### config.mk
export PLATFORM = sky130hd
export DESIGN_NAME = wfts_mem
export DESIGN_NICKNAME = d
export VERILOG_FILES = /design/src/hw/rtl/wfts_pkg.sv /design/src/hw/rtl/wfts_mem.sv
export SDC_FILE = /design/constraint.sdc
export NUM_CORES = 2
export LEC_CHECK = 0
export BUFFER_PORTS_ARGS = -buffer_cell sky130_fd_sc_hd__buf_2
export CORE_MARGIN = 2
export CORE_UTILIZATION = 40
export CTS_CLUSTER_SIZE = 30
export DETAILED_ROUTE_END_ITERATION = 16
export PLACE_DENSITY = 0.54
export REMOVE_ABC_BUFFERS = 1
export SLEW_MARGIN = 30
export SYNTH_ARGS = -nofsm -noshare
export SYNTH_HDL_FRONTEND = slang
export SYNTH_MEMORY_MAX_BITS = 65536
export SYNTH_SLANG_ARGS = --single-unit
### constraint.sdc
create_clock -name aclk -period 8.2 [get_ports aclk]
set_clock_uncertainty 0.05 [all_clocks]
set_input_delay 1.23 -clock aclk [delete_from_list [all_inputs] [get_ports aclk]]
set_output_delay 1.23 -clock aclk [all_outputs]
set_load 0.01 [all_outputs]
### src/hw/rtl/wfts_pkg.sv
// Package for the weighted fair task scheduler: codes, entry layout, FSM types.
// No dependencies; imported by every RTL module of the block.
package wfts_pkg;

    localparam int TASK_SLOTS_DEF   = 64;
    localparam int MAX_PRIORITY_DEF = 31;

    localparam int ID_W    = 6;
    localparam int PRIO_W  = 8;
    localparam int TICKS_W = 32;
    localparam int RT_W    = 64;
    localparam int OP_W    = 3;
    localparam int RES_W   = 3;

    typedef enum logic [OP_W-1:0] {
        OP_CREATE   = 3'd0,
        OP_SCHEDULE = 3'd1,
        OP_CHARGE   = 3'd2,
        OP_KILL     = 3'd3,
        OP_SHUTDOWN = 3'd4
    } op_t;

    typedef enum logic [RES_W-1:0] {
        RES_OK       = 3'd0,
        RES_BAD_PRIO = 3'd1,
        RES_FULL     = 3'd2,
        RES_BAD_ID   = 3'd3,
        RES_NONE     = 3'd4
    } res_t;

    typedef enum logic [1:0] {
        ENT_UNUSED = 2'd0,
        ENT_READY  = 2'd1,
        ENT_ZOMBIE = 2'd2
    } ent_st_t;

    typedef struct packed {
        ent_st_t           st;
        logic [PRIO_W-1:0] prio;
        logic [RT_W-1:0]   runtime;
    } entry_t;

    typedef enum logic [3:0] {
        ST_IDLE,
        ST_DISPATCH,
        ST_ENT_EXEC,
        ST_SH_RD,
        ST_SH_EXEC,
        ST_SC_RD,
        ST_SC_CHK,
        ST_SC_WAIT,
        ST_FIN
    } state_t;

    typedef enum logic [1:0] {
        VT_IDLE,
        VT_MUL_LO,
        VT_MUL_HI,
        VT_DIV
    } vt_state_t;

endpackage

### src/hw/rtl/wfts_mem.sv
// Task table: one synchronous RAM of entries, one write and one read port.
// Depends on wfts_pkg (entry_t).
module wfts_mem #(
    parameter int DEPTH = 64,
    parameter int IDX_W = 6
) (
    input  logic              aclk,
    input  logic              we,
    input  logic [IDX_W-1:0]  waddr,
    input  wfts_pkg::entry_t  wdata,
    input  logic              re,
    input  logic [IDX_W-1:0]  raddr,
    output wfts_pkg::entry_t  rdata
);
    import wfts_pkg::*;

    entry_t mem [DEPTH];
    entry_t rdata_reg;

    always_ff @(posedge aclk) begin
        if (we) begin
            mem[waddr] <= wdata;
        end
        if (re) begin
            rdata_reg <= mem[raddr];
        end
    end

    assign rdata = rdata_reg;

endmodule

==> flow_summary.yaml <==
outcome:
  status: "finished, final reports clean"
worst_setup_path:
  end_kind: "flip-flop"
  crit_type: "in -> reg"
  path_max_fanout: 83
  cp.required_ns: 8.91
  cp_data_arrival_time_ns: 4.61
  start_kind: "input pin"
  startpoint: "raddr[0]"
  worst-r2r-setup-slack_ns: 5.91
  worst-r2r-cell-count: 5
  r2r-start: "mem[34][37]"
  cp-endpoint: "rdata[47]"
  timing.rr.end: "rdata[37]"
clock_network:
  postCtsSetupBuffers: 0
  clk_pin_slew_worst_paths_ns: 0.06
  insertion_delay_ns: 1.03
  cts_tree: "yes"
  cts_max_path_buffers: 4
  ctsHoldBuffers: 0
  cts-root-buf: "clkbuf_16"
  htree_num_levels: 5
  ctsResizeCount: 0
  cts.sinks: 4810
  numCtsBuffers: 479
logic_synthesis:
  synth_xor_area_frac: 0
  synth.distinct_cells: 31
  synth.mux.area_fraction: 0.161
  synth.yosys.seq_area_share: 0.796
  ys_ff_latch: 4810
  synthesis.area_mm2: 0.181
  synth_compound_area_frac: 0.0217
  synth_cells: 7657
  synth_top_family_by_area: "multiplexers"
  synthSimpleGateAreaFrac: 0.0103
  avgSynthCellArea_um2: 23.7
  yosys_warnings: 0
  synth_adder_area_share: 0
  synth_ff_type: "edfxtp_1"
  synthArstFlopShare: 0
  synth_edf_count: 4810
sta:
  relSlewSlack: 0.278
  tightest_slew_ns: 1.08
  holdWs_ns: 0.485
  slew_viol_final: 0
  finalSetupViolations: 0
  fin_setup_tns_ns: 0
  layout_min_cycle_time_ns: 3.89
  hold_violations: 0
  max_freq_mhz: 257
  setup_ws_ns: 4.31
  finalCritPeriodShare: 0.475
  rsz0062_at_grt: "no"
floorplanning:
  coreArea_mm2: 0.452
  die_w_um: 678
  dieArea_mm2: 0.459
  io_pins: 163
  initial_core_util: 0.401
  die_h_um: 678
  rows: 247
global_routing:
  grt_max_degree: 152
  track_usage: 0.226
  antenna_found_initial: 42
  grt_pass1_vias: 88497
  grt.overflow.total: 0
  grt_pass1_wl_um: 724000
detailed_routing:
  viasPerCell: 6.00
  drc: 0
  drt-initial-drc-count: 10647
  vias: 87318
  wl_um: 525000
  first_pass_iters: 6
  drtAntennaViolNets: 0
  wl_per_cell_um: 36.1
job:
  cap_violations: 0
pwr:
  p_per_area_mw_per_mm2: 246
  power.leakage_nw: 63.6
  max-vdd-ir-drop_uv: 206
  power_mw: 50.9
final_layout:
  drive_above_1_share: 0.294
  nets: 8234
  largest_register_ffs: 4736
  layout_commonest_cell: "edfxtp_1"
  nFillCells: 37237
  final_cell_mix: "edfxtp_1, mux4_2, clkbuf_16"
  syn2layout_area_growth_pct: 14.0
placed_design:
  place_ws_ns: 3.21
  gp_congestion: 0.767
  port_buffers: 162
  dpl.hpwl_um: 272000
min_path:
  hold_path_class: "in -> reg"
## cells by family after synthesis
logic type / Yosys count
AND/OR/NAND/NOR: 431
AO/OA/AOI/OAI: 594
multiplexers: 1391
buffers and inverters: 431
flip-flops: 4810
## worst max-delay path, cell delays in order
cell	delay, ns
buf_12	0.39
buf_4	0.37
buf_12	0.44
mux2_2	0.43
a222oi_1	0.63
a31oi_1	0.34
a21oi_1	0.25
nor3_1	0.07
## metrics by stage
| stage | instances | util | cell area [um^2] |
|---|---|---|---|
| after global placement | 13608 | 0.422 | 191000 |
| final | 14542 | 0.458 | 207000 |
| after floorplan | 7227 | - | 179000 |
| after detailed placement | 13637 | 0.424 | 192000 |
| after CTS | 14526 | 0.457 | 207000 |
| after global routing | 14537 | 0.458 | 207000 |
## report_power, final
group	switching (mW)	total, mW	internal (mW)
sequential	0.0902	27.4	27.3
combinational	1.47	2.34	0.877
clock	9.33	21.2	11.9
total	10.9	50.9	40.0
## cell usage after synthesis (all sizes together), types with 4 or more instances
| master | n | area (um^2) |
|---|---|---|
| nand2 | 183 | 687 |
| nand2b | 5 | 31.3 |
| a22oi | 224 | 1680 |
| a222oi | 33 | 330 |
| nand3 | 53 | 265 |
| a21oi | 177 | 886 |
| clkbuf | 181 | 679 |
| nor2b | 13 | 81.3 |
| nand3b | 4 | 30.0 |
| edfxtp | 4810 | 144000 |
| mux2i | 48 | 480 |
| nor2 | 94 | 353 |
| o22ai | 99 | 619 |
| mux4 | 1211 | 27300 |
| o21ai | 10 | 50.1 |
| buf | 249 | 1340 |
| a31o | 9 | 78.8 |
| o32ai | 9 | 78.8 |
| a31oi | 33 | 206 |
| mux2 | 132 | 1490 |
| nor3 | 68 | 340 |
## worst min-delay path by stage
stage          slack (ns)  cells past startpoint           to   startpoint
2_1_floorplan        0.78                      5    rdata[17]  mem[12][17]
3_3_place_gp         0.84                      5    rdata[22]  mem[12][22]
3_5_place_dp         0.86                      5    rdata[22]  mem[12][22]
4_1_cts              0.41                      1  mem[59][64]    wdata[64]
5_1_grt              0.46                      1  mem[59][64]    wdata[64]
6_report             0.49                      1  mem[59][64]    wdata[64]
## per-layer routing
layer	routed length [um]	vias up	global-route usage
met3	37500	789	0.0312
met5	68	-	0
met2	258000	3607	0.372
met4	15000	12	0.0629
li1	-	34072	-
met1	215000	48838	0.316
## area by class of cell
type                            count  area [um^2]  area share
Sequential cell                  4810       144000       0.698
Multi-Input combinational cell   2416        35600       0.172
Clock buffer                      602        12600      0.0607
Tap cell                         5976         7480      0.0361
Timing Repair Buffer              437         4280      0.0207
Clock inverter                    287         2500      0.0121
Antenna cell                       13         32.5    0.000157
Inverter                            1         11.3   0.0000544
(Power assumes the default switching activity.)
