`src/hw/rtl/wfts_pkg.sv`:
```
// Package for the weighted fair task scheduler: codes, entry layout, FSM types.
// No dependencies; imported by every RTL module of the block.
package wfts_pkg;

    localparam int TASK_SLOTS_DEF   = 64;
    localparam int MAX_PRIORITY_DEF = 31;

    localparam int ID_W    = 6;
    localparam int PRIO_W  = 8;
    localparam int TICKS_W = 32;
    localparam int RT_W    = 64;
    localparam int OP_W    = 3;
    localparam int RES_W   = 3;

    typedef enum logic [OP_W-1:0] {
        OP_CREATE   = 3'd0,
        OP_SCHEDULE = 3'd1,
        OP_CHARGE   = 3'd2,
        OP_KILL     = 3'd3,
        OP_SHUTDOWN = 3'd4
    } op_t;

    typedef enum logic [RES_W-1:0] {
        RES_OK       = 3'd0,
        RES_BAD_PRIO = 3'd1,
        RES_FULL     = 3'd2,
        RES_BAD_ID   = 3'd3,
        RES_NONE     = 3'd4
    } res_t;

    typedef enum logic [1:0] {
        ENT_UNUSED = 2'd0,
        ENT_READY  = 2'd1,
        ENT_ZOMBIE = 2'd2
    } ent_st_t;

    typedef struct packed {
        ent_st_t           st;
        logic [PRIO_W-1:0] prio;
        logic [RT_W-1:0]   runtime;
    } entry_t;

    typedef enum logic [3:0] {
        ST_IDLE,
        ST_DISPATCH,
        ST_ENT_EXEC,
        ST_SH_RD,
        ST_SH_EXEC,
        ST_SC_RD,
        ST_SC_CHK,
        ST_SC_WAIT,
        ST_FIN
    } state_t;

    typedef enum logic [1:0] {
        VT_IDLE,
        VT_MUL_LO,
        VT_MUL_HI,
        VT_DIV
    } vt_state_t;

endpackage

```
`src/hw/rtl/wfts_vtime.sv`:
```
// Virtual time unit: (runtime * sum) mod 2^64 / weight.
// Two 32-bit partial products, then a radix-4 restoring divide. Uses wfts_pkg.
module wfts_vtime #(
    parameter int SUM_W = 11
) (
    input  logic                        aclk,
    input  logic                        aresetn,
    input  logic                        start,
    input  logic [wfts_pkg::RT_W-1:0]   runtime,
    input  logic [SUM_W-1:0]            psum,
    input  logic [wfts_pkg::PRIO_W-1:0] weight,
    output logic                        done,
    output logic [wfts_pkg::RT_W-1:0]   vtime
);
    import wfts_pkg::*;

    localparam int PP_W = 32 + SUM_W;

    vt_state_t         state_reg, state_next;
    logic [RT_W-1:0]   rt_reg;
    logic [SUM_W-1:0]  sum_reg;
    logic [PRIO_W-1:0] w_reg;
    logic [PP_W-1:0]   pp_lo_reg;
    logic [PP_W-1:0]   pp;
    logic [RT_W-1:0]   dvd_reg, dvd_next;
    logic [PRIO_W-1:0] rem_reg, rem_next;
    logic [4:0]        cnt_reg;
    logic              done_reg;

    // shared 32 x SUM_W multiplier
    assign pp = PP_W'((state_reg == VT_MUL_LO ? rt_reg[31:0] : rt_reg[63:32]) * sum_reg);

    // two restoring steps per cycle
    always_comb begin
        logic [PRIO_W:0] t;
        logic [RT_W-1:0] d;
        logic [PRIO_W-1:0] r;
        d = dvd_reg;
        r = rem_reg;
        for (int i = 0; i < 2; i++) begin
            t = {r, d[RT_W-1]};
            if (t >= {1'b0, w_reg}) begin
                r = PRIO_W'(t - {1'b0, w_reg});
                d = {d[RT_W-2:0], 1'b1};
            end else begin
                r = t[PRIO_W-1:0];
                d = {d[RT_W-2:0], 1'b0};
            end
        end
        dvd_next = d;
        rem_next = r;
    end

    always_comb begin
        state_next = state_reg;
        case (state_reg)
            VT_IDLE:   if (start) state_next = VT_MUL_LO;
            VT_MUL_LO: state_next = VT_MUL_HI;
            VT_MUL_HI: state_next = VT_DIV;
            VT_DIV:    if (cnt_reg == 5'd31) state_next = VT_IDLE;
            default:   state_next = VT_IDLE;
        endcase
    end

    always_ff @(posedge aclk) begin
        if (!aresetn) begin
            state_reg <= VT_IDLE;
            done_reg  <= 1'b0;
        end else begin
            state_reg <= state_next;
            done_reg  <= (state_reg == VT_DIV) && (cnt_reg == 5'd31);
        end
        case (state_reg)
            VT_IDLE: begin
                rt_reg  <= runtime;
                sum_reg <= psum;
                w_reg   <= (weight == '0) ? PRIO_W'(1) : weight;
                cnt_reg <= '0;
            end
            VT_MUL_LO: pp_lo_reg <= pp;
            VT_MUL_HI: begin
                dvd_reg <= RT_W'(pp_lo_reg) + {pp[31:0], 32'b0};
                rem_reg <= '0;
            end
            VT_DIV: begin
                dvd_reg <= dvd_next;
                rem_reg <= rem_next;
                cnt_reg <= cnt_reg + 5'd1;
            end
            default: ;
        endcase
    end

    assign done  = done_reg;
    assign vtime = dvd_reg;

endmodule

```
`config.mk`:
```
export PLATFORM = sky130hd
export DESIGN_NAME = wfts_vtime
export DESIGN_NICKNAME = d
export VERILOG_FILES = /design/src/hw/rtl/wfts_pkg.sv /design/src/hw/rtl/wfts_vtime.sv
export SDC_FILE = /design/constraint.sdc
export NUM_CORES = 1
export LEC_CHECK = 0
export CAP_MARGIN = 20
export CORE_MARGIN = 3
export CORE_UTILIZATION = 58
export CTS_BUF_LIST = sky130_fd_sc_hd__clkbuf_2
export DETAILED_ROUTE_END_ITERATION = 10
export DONT_BUFFER_PORTS = 1
export PLACE_DENSITY = 0.77
export SLEW_MARGIN = 20
export SYNTH_ARGS = -nofsm -noshare
export SYNTH_HDL_FRONTEND = slang
export SYNTH_SLANG_ARGS = --single-unit
```
`constraint.sdc`:
```
create_clock -name aclk -period 10.2 [get_ports aclk]
set_input_delay 0.51 -clock aclk [delete_from_list [all_inputs] [get_ports aclk]]
set_output_delay 0.51 -clock aclk [all_outputs]
set_load 0.02 [all_outputs]
```
==> results of run 1 <==
## routing by layer
| layer | vias up | GRT usage [%] |
|---|---|---|
| met1 | 6895 | 31.0 |
| met3 | 125 | 5.29 |
| met5 | - | 0 |
| met2 | 470 | 45.4 |
| met4 | 0 | 11.9 |
| li1 | 6315 | - |
## cells in the final DEF, fill, tap and decap left out, drive strengths merged, types with 44 or more instances in the layout
| master | instances |
|---|---|
| dlygate4sd3 | 86 |
| o21ai | 68 |
| a21oi | 50 |
| edfxtp | 203 |
| fa | 272 |
| nand2 | 308 |
| xnor2 | 44 |
| clkbuf | 66 |
| ha | 115 |
| and2 | 142 |
| inv | 268 |
| mux2 | 68 |
## worst max-delay path, cell delays in order (launching register included)
cell and delay [ns]:
dfxtp_1 0.36, inv_1 0.19, ha_4 0.39, buf_4 0.71, mux2_2 0.52, nand2_1 0.13, fa_1 0.45, fa_1 0.52
inv_1 0.06, fa_1 0.55, fa_1 0.43, fa_1 0.44, ha_1 0.36, a21oi_1 0.29, o21ai_0 0.21, a211oi_1 0.27
nand2_1 0.08, a2bb2oi_1 0.50, and2_2 0.30, nand4_4 0.15, nor3_4 0.29, and4_1 0.25, o31ai_2 0.06
## Yosys cell counts, drive strengths merged, types with 3 or more instances
master     n  share of area (%)
nand2    308                5.7
fa       272                 27
inv      267                5.0
edfxtp   203                 30
and2     142                4.4
ha       115                7.1
clkbuf    85                1.6
mux2      68                3.8
o21ai     68                1.7
a21oi     50                1.3
xnor2     44                1.9
nor2      43               0.81
a21o      23               0.89
xor2      20               0.91
nand3     13               0.32
a211oi    12               0.58
nor3      11               0.33
and3      10               0.31
a21boi     9               0.34
or3        9               0.28
buf        8               0.27
mux2i      8               0.40
nand4      8               0.35
nor2b      7               0.22
or2        7               0.23
and4       6               0.27
o211ai     6               0.22
o21bai     6               0.28
a31oi      5               0.16
o21a       5               0.19
o31ai      5               0.21
nor3b      4               0.17
nor4       4               0.19
o2111ai    4               0.17
dfxtp      3               0.30
nand2b     3              0.093
## layout make-up
cell class              count  share of cell area (%)
diodes                      1                  0.0115
clock buffers              66                    1.51
clock inverters            30                   0.705
inverters                 267                    4.59
multi-input cells        1325                    57.9
flip-flops and latches    206                    28.2
well taps                 448                    2.57
repair buffers            101                    4.49
## per-stage QoR
step	cells	instance area, um^2	hold WS, ns	util, %	setup slack, ns
final	2444	21800	0.166	64.5	2.44
after floorplan	1892	20200	0.525	-	1.98
after CTS	2442	21800	0.0278	64.4	2.43
after global routing	2444	21800	0.0668	64.5	2.02
after detailed placement	2260	20500	0.534	60.4	2.48
after global placement	2260	20500	0.529	60.4	2.62
## worst paths after layout
kind              slack (ns)  cells after the start          from         to
setup / recovery        2.44                     22  state_reg[1]  vtime[61]
hold / removal          0.17                      1    runtime[2]  rt_reg[2]
setup reg to reg        2.44                     22  state_reg[1]  vtime[61]
hold reg to reg         0.56                      1  pp_lo_reg[2]   vtime[2]
## timing repair
| item | in CTS | in global routing |
|---|---|---|
| hold buffers | 86 | 0 |
| setup buffers | 0 | 0 |
| hold endpoints to repair | 86 | 0 |
## kinds of logic after synthesis
| family | after synthesis | share of synthesized area (%) |
|---|---|---|
| AOI/OAI and AO/OA | 220 | 7.49 |
| adders and majority gates | 387 | 34.2 |
| buffers and inverters | 361 | 6.87 |
| and+or+nand+nor | 578 | 13.9 |
| DFF | 206 | 30.5 |
| xor gates and xnor gates | 64 | 2.86 |
| muxes | 76 | 4.20 |
==> impl_metrics.py, run 1 <==
metrics = {
    "clock_network": {
        "cts.sinks": 206,
        "cts_resized": 0,
        "insertion_delay_ns": 0.97,
        "root_buffer": "clkbuf_2",
        "cts-htree-levels": 2,
        "cts_inserted_buffers": 53,
        "clk_pin_slew_ns": 0.11,
        "cts_tree": "yes",
        "clockBufferDepth": 3,
    },
    "timing": {
        "final.setup_skew_ns": 0.117,
        "period_minus_slack_ns": 7.76,
        "setup_viol": 0,
        "final.setup.tns_ns": 0,
        "final_max_slew_viol_count": 0,
        "fin_crit_sh_pct": 76.1,
        "hold_violations": 0,
        "timing.fmax_ghz": 0.129,
        "slew_headroom_pct": 31.0,
        "max_slew.worst_pin.slew_ns": 1.04,
        "rsz0062_at_grt": "no",
    },
    "logic_synthesis": {
        "synth.avg_cell_area_um2": 10.7,
        "yosysWarnings": 0,
        "synth_edf_count": 203,
        "async_flop_share_pct": 0,
        "synthCells": 1892,
        "ys_seq_area_share_pct": 30.5,
        "netlist_area_mm2": 0.0202,
        "ys_ff_latch": 206,
        "syn-num-nets": 2365,
        "synth_cell_types": 86,
        "synth_ff_type": "edfxtp_1",
    },
    "route": {
        "antenna_left": 0,
        "post_drt_wl_per_cell_um": 18.7,
        "post-route-drc-count": 0,
        "dr_wl_met3_um": 2830,
        "firstDrtPassIters": 5,
        "drt-total-wl_um": 45800,
        "drt_iter0_drc": 799,
        "vias": 13805,
        "top_layer": "met4",
        "drt-met1-wl_um": 17800,
        "via_per_inst": 5.65,
        "wl_met2_um": 23200,
    },
    "floorplan": {
        "die_area_mm2": 0.0370,
        "fp.coreArea_mm2": 0.0339,
        "io_pins": 151,
        "initial_core_util_pct": 59.5,
        "die_height_um": 192,
        "rows": 67,
        "die_w_um": 192,
    },
    "grt": {
        "grt_max_degree": 83,
        "grt_pass1_wl_um": 75400,
        "antenna_found_initial": 1,
        "grt_usage_pct": 26.0,
        "grt_pass1_vias": 15075,
        "gr-total-overflow": 0,
    },
    "cells_and_area": {
        "area_delta_synth_final_pct": 8.35,
        "multiInputGateArea_mm2": 0.0126,
        "regArea_mm2": 0.00616,
        "fillers": 2632,
        "layout.nets": 2427,
        "layout-drive-gt1-share_pct": 9.77,
    },
    "setup_path": {
        "crit_type": "flop to flop",
        "end_kind": "flop",
        "required_ns": 10.90,
        "worst-path-max-fanout": 57,
        "critPathLaunchType": "flop",
        "crit_arrival_ns": 8.45,
    },
    "hold_path": {
        "hold_path.class": "input pin to flop",
    },
    "place": {
        "place_congestion": 0.897,
        "port_buffers": 0,
        "dpl.hpwl_um": 34800,
    },
    "outcome": {
        "status": "finished, final reports clean",
    },
    "job": {
        "max_cap_viol_count": 0,
    },
}
Power of run 1 is left out: the tool's default activity adds up to more than one toggle a clock period on the data nets, which glitch-free logic cannot reach.
==> run 2: changes to the inputs <==
--- a/config.mk
+++ b/config.mk
@@ -11,7 +11,7 @@
 export CTS_BUF_LIST = sky130_fd_sc_hd__clkbuf_2
 export DETAILED_ROUTE_END_ITERATION = 10
 export DONT_BUFFER_PORTS = 1
-export PLACE_DENSITY = 0.77
+export PLACE_DENSITY = 0.79
 export SLEW_MARGIN = 20
 export SYNTH_ARGS = -nofsm -noshare
 export SYNTH_HDL_FRONTEND = slang
==> constraint.sdc (replaced) <==
create_clock -name aclk -period 6.9 [get_ports aclk]
set_input_delay 0.345 -clock aclk [delete_from_list [all_inputs] [get_ports aclk]]
set_output_delay 0.345 -clock aclk [all_outputs]
set_load 0.02 [all_outputs]
==> impl_metrics.py, run 2 (synthesized netlist as in run 1, its figures left out) <==
metrics = {
    "floorplan": {
        "io_pins": 151,
        "die_w_um": 192,
        "rows": 67,
        "fp.coreArea_mm2": 0.0339,
        "die_height_um": 192,
        "die_area_mm2": 0.0370,
        "initial_core_util_pct": 59.5,
    },
    "timing": {
        "final_max_slew_viol_count": 0,
        "period_minus_slack_ns": 6.77,
        "slew_headroom_pct": 36.5,
        "final.setup_skew_ns": 0.0920,
        "max_slew.worst_pin.slew_ns": 0.953,
        "timing.fmax_ghz": 0.148,
        "whs_ns": 0.199,
        "fin_crit_sh_pct": 98.1,
        "final.setup.tns_ns": 0,
        "hold_violations": 0,
        "setup_viol": 0,
    },
    "clock_network": {
        "clk_pin_slew_ns": 0.11,
        "cts_tree": "yes",
        "clockBufferDepth": 3,
        "cts.sinks": 206,
        "root_buffer": "clkbuf_2",
        "cts_inserted_buffers": 51,
        "cts-htree-levels": 2,
        "insertion_delay_ns": 1.01,
    },
    "cells_and_area": {
        "final_common_cell": "nand2_1",
        "layout_common_cells": "nand2_1 (302), fa_1 (270), inv_1 (259)",
        "multiInputGateArea_mm2": 0.0132,
        "layout-drive-gt1-share_pct": 17.6,
        "regArea_mm2": 0.00616,
        "fillers": 2327,
        "design_area_mm2": 0.0241,
        "area_delta_synth_final_pct": 19.4,
        "layout.nets": 2613,
    },
    "route": {
        "post_drt_wl_per_cell_um": 19.5,
        "top_layer": "met4",
        "antenna_left": 0,
        "vias": 14733,
        "post-route-drc-count": 0,
        "via_per_inst": 5.61,
        "drt_iter0_drc": 954,
        "firstDrtPassIters": 5,
        "drt-met1-wl_um": 19200,
        "drt-total-wl_um": 51200,
        "wl_met2_um": 26400,
        "dr_wl_met3_um": 3450,
    },
    "grt": {
        "gr-total-overflow": 0,
        "antenna_found_initial": 1,
        "grt_max_degree": 73,
        "grt_pass1_wl_um": 80100,
        "grt_pass1_vias": 15800,
        "grt_usage_pct": 27.8,
    },
    "setup_path": {
        "critPathBufInv": 8,
        "end_kind": "flop",
        "cp_top_family": "adder cells",
        "crit_type": "flop to flop",
        "cp_slowest_cell": "fa_1",
        "critPathLaunchType": "flop",
        "path_common_cell": "fa_1",
        "worst-path-max-fanout": 13,
        "crit_arrival_ns": 7.46,
        "required_ns": 7.59,
        "crit_path_max_incr_delay_ns": 0.57,
    },
    "job": {
        "max_cap_viol_count": 0,
    },
    "place": {
        "place_area_mm2": 0.0210,
        "place_congestion": 0.909,
        "port_buffers": 0,
        "dpl.hpwl_um": 36500,
    },
    "outcome": {
        "status": "finished, final reports clean",
    },
    "hold_path": {
        "hold_path.class": "input pin to flop",
    },
}
[run 2: final timing paths]
check,startpoint,cells past startpoint,slack [ns],endpoint
max,state_reg[1],27,0.13,pp_lo_reg[41]
min,aresetn,2,0.20,done
max reg2reg,state_reg[1],27,0.13,pp_lo_reg[41]
min reg2reg,pp_lo_reg[2],1,0.53,vtime[2]
[run 2: area by class of cell]
class	instances	area share [%]
antenna	1	0.0104
clock buffer	72	1.50
clock inverter	20	0.395
inverter	267	4.19
multi-input combinational	1326	54.8
sequential	206	25.6
tap	448	2.33
timing repair buffer	288	11.2
[run 2: stage by stage]
stage	worst slack, ns	cells	util, %
3_5_place_dp	-0.0813	2324	62.1
2_1_floorplan	-0.0199	1892	-
6_report	0.128	2628	71.0
4_1_cts	0.0377	2587	68.6
3_3_place_gp	0.0382	2324	62.1
5_1_grt	-0.0741	2628	71.0
[run 2: per-layer routing]
metal | global-route usage (%) | vias to the layer above
li1 | - | 6671
met1 | 32.5 | 7353
met2 | 49.5 | 553
met3 | 5.65 | 156
met4 | 12.0 | 0
met5 | 0 | -
[run 2: timing repair]
| item | 4_1_cts | 5_1_grt |
|---|---|---|
| endpoints found under the hold margin | 86 | 0 |
| setup buffers | 2 | 35 |
| endpoints found under the setup margin | 16 | 23 |
| pin swaps | 0 | 49 |
| cloned | 0 | 3 |
| hold buffers | 169 | 0 |
| gates resized for setup | 4 | 104 |
Power of run 2 is left out for the same reason.
